### src/sv/hsvp_pkg.sv
package hsvp_pkg;

  localparam int unsigned FRAC_BITS = 16;
  localparam int unsigned FIELD_W   = 18;
  localparam int unsigned UNIT_W    = FRAC_BITS + 1;
  localparam int unsigned PROD_W    = 2 * UNIT_W;
  localparam int unsigned COLOR_W   = 32;
  localparam logic [7:0]  ALPHA     = 8'hff;

  typedef logic signed [FIELD_W-1:0] field_t;
  typedef logic [UNIT_W-1:0]         unit_t;
  typedef logic [FRAC_BITS-1:0]      frac_t;
  typedef logic [COLOR_W-1:0]        color_t;

  localparam unit_t ONE = unit_t'(1) << FRAC_BITS;

  // Hue sectors, named by the pair of primaries and secondaries they span.
  typedef enum logic [2:0] {
    SEC_RY = 3'd0,
    SEC_YG = 3'd1,
    SEC_GC = 3'd2,
    SEC_CB = 3'd3,
    SEC_BM = 3'd4,
    SEC_MR = 3'd5
  } sector_e;

  // Load enables of the three register stages, first stage in bit 0.
  typedef struct packed {
    logic [2:0] load;
  } pipe_ctrl_t;

  function automatic unit_t clamp_unit(field_t x);
    unit_t res;
    if (x[FIELD_W-1]) begin
      res = '0;
    end else if (x > $signed({1'b0, FIELD_W'(ONE)})) begin
      res = ONE;
    end else begin
      res = x[UNIT_W-1:0];
    end
    return res;
  endfunction

  // Product of two values in [0, ONE], truncated back to the unit format.
  function automatic unit_t mul_unit(unit_t a, unit_t b);
    logic [PROD_W-1:0] prod;
    prod = PROD_W'(a) * PROD_W'(b);
    return prod[FRAC_BITS+UNIT_W-1:FRAC_BITS];
  endfunction

  // Scales a value in [0, ONE] to a byte as x * 255 >> FRAC_BITS.
  function automatic logic [7:0] to_byte(unit_t x);
    logic [UNIT_W+7:0] prod;
    prod = {x, 8'b0} - (UNIT_W + 8)'(x);
    return prod[FRAC_BITS+7:FRAC_BITS];
  endfunction

endpackage

### src/sv/hsvp_in_if.sv
interface hsvp_in_if;
  logic                 valid;
  logic                 ready;
  logic                 mode;
  hsvp_pkg::field_t     hue_or_red;
  hsvp_pkg::field_t     sat_or_green;
  hsvp_pkg::field_t     val_or_blue;

  modport source (output valid, mode, hue_or_red, sat_or_green, val_or_blue, input ready);
  modport sink   (input valid, mode, hue_or_red, sat_or_green, val_or_blue, output ready);
endinterface

### src/sv/hsvp_out_if.sv
interface hsvp_out_if;
  logic             valid;
  logic             ready;
  hsvp_pkg::color_t packed_color;

  modport source (output valid, packed_color, input ready);
  modport sink   (input valid, packed_color, output ready);
endinterface

### src/sv/hsv_to_rgba_packer.sv
// Channel  Dir  Payload
// in_i     in   mode, hue_or_red, sat_or_green, val_or_blue
// out_o    out  packed_color (red 31:24, green 23:16, blue 15:8, alpha 7:0)
//
// One item per cycle sustained while the output is ready; an item passes three register
// stages (hue split, fraction products, value products) and leaves from the last of
// them, the output register.
// The depth is set by the two dependent multiplier ranks of the hue path.
// Reset clears only the valid bits of the three stages.
// A stall at the output holds each stage that is full and lets empty stages
// behind it fill, so no item is lost or repeated.
module hsv_to_rgba_packer (
  input  logic       clk_i,
  input  logic       rst_ni,
  hsvp_in_if.sink    in_i,
  hsvp_out_if.source out_o
);
  import hsvp_pkg::*;

  pipe_ctrl_t ctrl;

  hsvp_pipe_ctrl u_ctrl (
    .clk_i       (clk_i),
    .rst_ni      (rst_ni),
    .in_valid_i  (in_i.valid),
    .in_ready_o  (in_i.ready),
    .out_valid_o (out_o.valid),
    .out_ready_i (out_o.ready),
    .ctrl_o      (ctrl)
  );

  // Stage one: clamp, hue fraction times six, sector split.
  logic [FRAC_BITS+2:0] h6;
  frac_t                hue_frac;
  unit_t                sat_c, val_c, red_c;
  sector_e              s1_sector_q;
  frac_t                s1_f_q;
  unit_t                s1_s_q, s1_v_q, s1_r_q;
  logic                 s1_mode_q;

  always_comb begin
    hue_frac = in_i.hue_or_red[FRAC_BITS-1:0];
    h6       = {1'b0, hue_frac, 2'b0} + {2'b0, hue_frac, 1'b0};
    sat_c    = clamp_unit(in_i.sat_or_green);
    val_c    = clamp_unit(in_i.val_or_blue);
    red_c    = clamp_unit(in_i.hue_or_red);
  end

  always_ff @(posedge clk_i) begin
    if (ctrl.load[0]) begin
      s1_mode_q   <= in_i.mode;
      s1_sector_q <= sector_e'(h6[FRAC_BITS+2:FRAC_BITS]);
      s1_f_q      <= h6[FRAC_BITS-1:0];
      s1_s_q      <= sat_c;
      s1_v_q      <= val_c;
      s1_r_q      <= red_c;
    end
  end

  // Stage two: saturation times fraction and times its complement.
  unit_t   sf, sfn;
  unit_t   s2_oms_q, s2_qa_q, s2_tb_q, s2_s_q, s2_v_q, s2_r_q;
  sector_e s2_sector_q;
  logic    s2_mode_q;

  always_comb begin
    sf  = mul_unit(s1_s_q, {1'b0, s1_f_q});
    sfn = mul_unit(s1_s_q, ONE - {1'b0, s1_f_q});
  end

  always_ff @(posedge clk_i) begin
    if (ctrl.load[1]) begin
      s2_mode_q   <= s1_mode_q;
      s2_sector_q <= s1_sector_q;
      s2_oms_q    <= ONE - s1_s_q;
      s2_qa_q     <= ONE - sf;
      s2_tb_q     <= ONE - sfn;
      s2_s_q      <= s1_s_q;
      s2_v_q      <= s1_v_q;
      s2_r_q      <= s1_r_q;
    end
  end

  // Output stage: p, q, t, routing by sector (or direct RGB when mode is set) and byte packing.
  unit_t      p, q, t, red, grn, blu;
  color_t     packed_q;

  always_comb begin
    p = mul_unit(s2_v_q, s2_oms_q);
    q = mul_unit(s2_v_q, s2_qa_q);
    t = mul_unit(s2_v_q, s2_tb_q);
    if (s2_mode_q) begin
      red = s2_r_q;
      grn = s2_s_q;
      blu = s2_v_q;
    end else begin
      case (s2_sector_q)
        SEC_RY:  begin red = s2_v_q; grn = t;      blu = p;      end
        SEC_YG:  begin red = q;      grn = s2_v_q; blu = p;      end
        SEC_GC:  begin red = p;      grn = s2_v_q; blu = t;      end
        SEC_CB:  begin red = p;      grn = q;      blu = s2_v_q; end
        SEC_BM:  begin red = t;      grn = p;      blu = s2_v_q; end
        default: begin red = s2_v_q; grn = p;      blu = q;      end
      endcase
    end
  end

  always_ff @(posedge clk_i) begin
    if (ctrl.load[2]) begin
      packed_q <= {to_byte(red), to_byte(grn), to_byte(blu), ALPHA};
    end
  end

  assign out_o.packed_color = packed_q;

endmodule

### src/sv/hsvp_pipe_ctrl.sv
module hsvp_pipe_ctrl (
  input  logic                 clk_i,
  input  logic                 rst_ni,
  input  logic                 in_valid_i,
  output logic                 in_ready_o,
  output logic                 out_valid_o,
  input  logic                 out_ready_i,
  output hsvp_pkg::pipe_ctrl_t ctrl_o
);
  import hsvp_pkg::*;

  logic [2:0] valid_q, valid_d;
  logic [2:0] load;

  // A stage takes new data when it is empty or its content moves on.
  always_comb begin
    load[2] = !valid_q[2] || out_ready_i;
    load[1] = !valid_q[1] || load[2];
    load[0] = !valid_q[0] || load[1];
    valid_d = valid_q;
    if (load[0]) begin
      valid_d[0] = in_valid_i;
    end
    if (load[1]) begin
      valid_d[1] = valid_q[0];
    end
    if (load[2]) begin
      valid_d[2] = valid_q[1];
    end
  end

  always_ff @(posedge clk_i or negedge rst_ni) begin
    if (!rst_ni) begin
      valid_q <= '0;
    end else begin
      valid_q <= valid_d;
    end
  end

  assign in_ready_o  = load[0];
  assign out_valid_o = valid_q[2];
  assign ctrl_o.load = load;

`ifndef SYNTHESIS
  a_accept_fills: assert property (@(posedge clk_i) disable iff (!rst_ni)
    in_valid_i && in_ready_o |=> valid_q[0])
    else $error("accepted item did not enter the first stage");

  a_stall_keeps: assert property (@(posedge clk_i) disable iff (!rst_ni)
    valid_q[1] && valid_q[2] && !out_ready_i |=> valid_q[1] && valid_q[2])
    else $error("item dropped while the output stalls");

  a_empty_out_ready: assert property (@(posedge clk_i) disable iff (!rst_ni)
    !valid_q[2] |-> in_ready_o)
    else $error("pipeline refuses input with an empty output stage");

  a_out_moves: assert property (@(posedge clk_i) disable iff (!rst_ni)
    valid_q[1] && !valid_q[2] |=> valid_q[2])
    else $error("item did not advance into an empty output stage");
`endif

endmodule
### src/flat_wrapper.sv
// flat-port wrapper written by rule: the top's interface ports become plain ports
module hsv_to_rgba_packer_flat import hsvp_pkg::*;
  (clk_i, rst_ni, in_i_valid, in_i_mode, in_i_hue_or_red, in_i_sat_or_green, in_i_val_or_blue, in_i_ready, out_o_valid, out_o_packed_color, out_o_ready);
  hsvp_in_if in_i_i ();
  hsvp_out_if out_o_i ();
  input  logic clk_i;
  input  logic rst_ni;
  input wire logic [$bits(in_i_i.valid)-1:0] in_i_valid;
  input wire logic [$bits(in_i_i.mode)-1:0] in_i_mode;
  input wire logic [$bits(in_i_i.hue_or_red)-1:0] in_i_hue_or_red;
  input wire logic [$bits(in_i_i.sat_or_green)-1:0] in_i_sat_or_green;
  input wire logic [$bits(in_i_i.val_or_blue)-1:0] in_i_val_or_blue;
  output wire logic [$bits(in_i_i.ready)-1:0] in_i_ready;
  output wire logic [$bits(out_o_i.valid)-1:0] out_o_valid;
  output wire logic [$bits(out_o_i.packed_color)-1:0] out_o_packed_color;
  input wire logic [$bits(out_o_i.ready)-1:0] out_o_ready;
  assign in_i_i.valid = in_i_valid;
  assign in_i_i.mode = in_i_mode;
  assign in_i_i.hue_or_red = in_i_hue_or_red;
  assign in_i_i.sat_or_green = in_i_sat_or_green;
  assign in_i_i.val_or_blue = in_i_val_or_blue;
  assign in_i_ready = in_i_i.ready;
  assign out_o_valid = out_o_i.valid;
  assign out_o_packed_color = out_o_i.packed_color;
  assign out_o_i.ready = out_o_ready;
  hsv_to_rgba_packer u_core (.clk_i(clk_i), .rst_ni(rst_ni), .in_i(in_i_i), .out_o(out_o_i));
endmodule
### config.mk
export PLATFORM = sky130hd
export DESIGN_NAME = hsv_to_rgba_packer_flat
export DESIGN_NICKNAME = d
export VERILOG_FILES = /design/src/sv/hsvp_pkg.sv /design/src/sv/hsvp_in_if.sv /design/src/sv/hsvp_out_if.sv /design/src/sv/hsv_to_rgba_packer.sv /design/src/sv/hsvp_pipe_ctrl.sv /design/src/flat_wrapper.sv
export SDC_FILE = /design/constraint.sdc
export NUM_CORES = 2
export LEC_CHECK = 0
export BUFFER_PORTS_ARGS = -buffer_cell sky130_fd_sc_hd__buf_2
export CAP_MARGIN = 10
export CORE_MARGIN = 10
export CORE_UTILIZATION = 54
export DETAILED_ROUTE_END_ITERATION = 10
export PLACE_DENSITY_LB_ADDON = 0.05
export SETUP_SLACK_MARGIN = 0.2
export SLEW_MARGIN = 20
export SYNTH_ARGS = -nofsm -noshare
export SYNTH_HDL_FRONTEND = slang
export SYNTH_SLANG_ARGS = --single-unit
### constraint.sdc
create_clock -name clk_i -period 9.9 [get_ports clk_i]
set_input_delay 1.98 -clock clk_i [delete_from_list [all_inputs] [get_ports clk_i]]
set_output_delay 1.98 -clock clk_i [all_outputs]
set_load 0.01 [all_outputs]
==> impl_metrics.ini <==
[status]
status = complete, no violations

[placed_design]
gp_congestion = 1.04
place_hpwl_um = 136000
io_buffer_count = 84

[timing]
setup_tns_ps = 0
rsz0062_at_grt = true
period_minus_slack_ps = 9400
slew_headroom_pct = 26.6
maxSlewViolCount = 0
fin_crit_sh_pct = 94.9
max_slew.worst_pin.slew_ps = 1100
fin_worst_skew_ps = 21.4
hold_viol_final = 0
max_freq_mhz = 106
setup-violations-final = 0

[synth]
synth-edff-count = 199
avgSynthCellArea_um2 = 8.93
ys_top_cells_by_area = fa_1 37%, ha_1 13%, edfxtp_1 11%
netlist_area_um2 = 56900
synth_top_cell_by_area = fa_1
async_flop_share_pct = 1.49
seq_area_frac_synth_pct = 10.6
postSynthCellCount = 6370
yosysWarnings = 0
ys_ff_latch = 202
synth_top_area_share_pct = 37.4
synth_cell_types = 104
ys.flop_type = edfxtp_1

[worst_setup_path]
start_kind = flip-flop
worst_ep_arrival_time_ps = 9740
critical_path.max_fanout = 16
cp-end-kind = flip-flop
crit_family = adder cells
path_buf_inv = 7
cp_common_cell = fa_1
path_class = flip-flop to flip-flop
ff2ff_setup_slack_ps = 500
critPathSlowestCell = fa_1
critical_path_required_ps = 10240
cpPeakStageDelay_ps = 550

[route]
viasPerCell = 5.61
dr_total_vias = 44000
dr.pass1.iters = 6
antenna_left = 0
drc = 0
drt_wl_total_um = 170000
drtIter0Drc = 3489
routedWlPerCell_um = 21.7

[layout]
area_growth_pct = 7.61
drive_above_1_share_pct = 7.44
fin_nets = 8135
post-route-util_pct = 58.8

[global_route]
grt_max_degree = 64
grt_pass1_wl_um = 267000
grt_pass1_vias = 46100
gr-usage-all-layers_pct = 29.0
antenna_found_initial = 11
grt_overflow = 0

[die]
die_h_um = 345
core_area_um2 = 104000
num_rows = 118
initial_core_util_pct = 54.6
die_area_um2 = 119000
boundaryPins = 93
fp.dieW_um = 345

[clocking]
clock-sinks = 202
clkSlewWorstSetupHoldPaths_ps = 60
root_buffer = clkbuf_16
cts_buffers = 26
cts.path.max_buffers = 3
cts_tree = done
clk_latency_ps = 620
htreeDepth = 1

[job]
drv_cap = 0

[min_path]
hold_path_class = flip-flop to flip-flop
[flip-flops by register name, indices dropped and copies added (netlist names)]
name,flops
u_core.s1_f_q,15
u_core.s2_v_q,17
u_core.s2_qa_q,17
u_core.out_o.packed_color,24
u_core.s1_sector_q,3
u_core.s2_tb_q,17
u_core.s2_mode_q,1
u_core.s1_r_q,17
u_core.s1_s_q,17
u_core.s1_v_q,17
u_core.u_ctrl.valid_q,3
u_core.s2_sector_q,3
u_core.s1_mode_q,1
u_core.s2_r_q,17
u_core.s2_s_q,17
u_core.s2_oms_q,16
[layout by cell type, fill, tap and decap left out, types with 33 or more instances in the layout]
master    netlist  routed
a21o_1         47      47
o21ai_0       100      98
buf_4           9     253
xnor2_1       126     117
nand3_1        34      33
xor2_1         48      47
nor2_1        153     153
a21oi_1       149     146
ha_1          578     578
fa_1         1063    1063
nand2_1       957     957
nor4_1         34      33
nand2b_1       36      36
inv_1        1343    1343
and2_1        600     599
edfxtp_1      199     199
nor3_1         75      73
buf_2           1      84
[worst register-to-register path, delay by kind of cell (launching register included)]
family                   cells  cell delay (ps)
AO/OA/AOI/OAI               11             2540
adder cells (fa/ha/maj)      8             3680
XOR/XNOR                     1              290
flip-flops                   1              390
buffers and inverters        7              700
AND/OR/NAND/NOR              7             1520
[metrics by stage]
stage	instance area, um^2	setup WS, ps	hold WS, ps	instances
final	61200	503	417	7834
after global routing	61200	60.2	425	7833
after CTS	60600	206	419	7781
after detailed placement	59700	274	405	7735
after global placement	59700	380	401	7735
after floorplan	56900	761	400	6377
[final cells by class]
| cell class | count | area, um^2 |
|---|---|---|
| multi-input combinational | 4499 | 44700 |
| timing repair buffer | 362 | 2820 |
| tap | 1380 | 1730 |
| clock buffer | 27 | 654 |
| inverter | 1344 | 5040 |
| clock inverter | 19 | 231 |
| fill | 9376 | 42900 |
| antenna | 1 | 2.50 |
| sequential | 202 | 6050 |
[worst paths after layout]
check	from	cells after the start	end
worst min register to register	u_core.s1_r_q[4]$_SDFFCE_PP0P_	0	u_core.s2_r_q[4]$_DFFE_PP_
worst max register to register	u_core.s2_v_q[6]$_DFFE_PP_	34	u_core.out_o.packed_color[28]$_DFFE_PP_
worst max-delay path	u_core.s2_v_q[6]$_DFFE_PP_	34	u_core.out_o.packed_color[28]$_DFFE_PP_
worst min-delay path	u_core.s1_r_q[4]$_SDFFCE_PP0P_	0	u_core.s2_r_q[4]$_DFFE_PP_
max in group asynchronous	rst_ni	1	u_core.u_ctrl.valid_q[1]$_DFFE_PN0P_
min in group asynchronous	rst_ni	1	u_core.u_ctrl.valid_q[2]$_DFFE_PN0P_
[what timing repair did]
action                     CTS  global route
buffers inserted             0            49
hold buffers                 0             0
setup endpoints to repair    0            26
resized for setup            0            30
[cell families after synthesis]
group / after synthesis / synth area share [%]
flip-flops: 202 / 10.6
multiplexers: 21 / 0.374
AO/OA/AOI/OAI: 596 / 7.20
other: 1 / 0.00659
AND/OR/NAND/NOR: 2059 / 17.8
adder cells (fa/ha/maj): 1641 / 50.1
buffers and inverters: 1676 / 11.2
XOR/XNOR: 174 / 2.68
[cell usage after synthesis (all sizes together) (12+ instances only)]
cell and instances:
inv 1343, fa 1063, nand2 957, and2 602, ha 578, clkbuf 303
edfxtp 199, nor2 153, a21oi 152, xnor2 126, o21ai 107, nor3 76
xor2 48, a21o 47, nand2b 36, a211oi 35, nor4 35, nand3 34
nand4 31, and3 28, buf 28, nor2b 24, o21a 23, o211ai 21
mux2i 19, a31oi 16, or3 16, o221ai 15, o22ai 15, a221oi 14
or2 12
[per-layer routing]
metal	GRT usage (%)	routed length (um)	up-vias	share of wire, %
li1	-	-	19800	-
met1	40.6	73000	22300	43
met2	46.0	77300	1585	46
met3	3.68	12400	276	7.3
met4	10.3	7040	4	4.2
met5	0	25	-	0.015
Power is left out: the tool's default activity adds up to more than one toggle a clock period on the data nets, which glitch-free logic cannot reach.
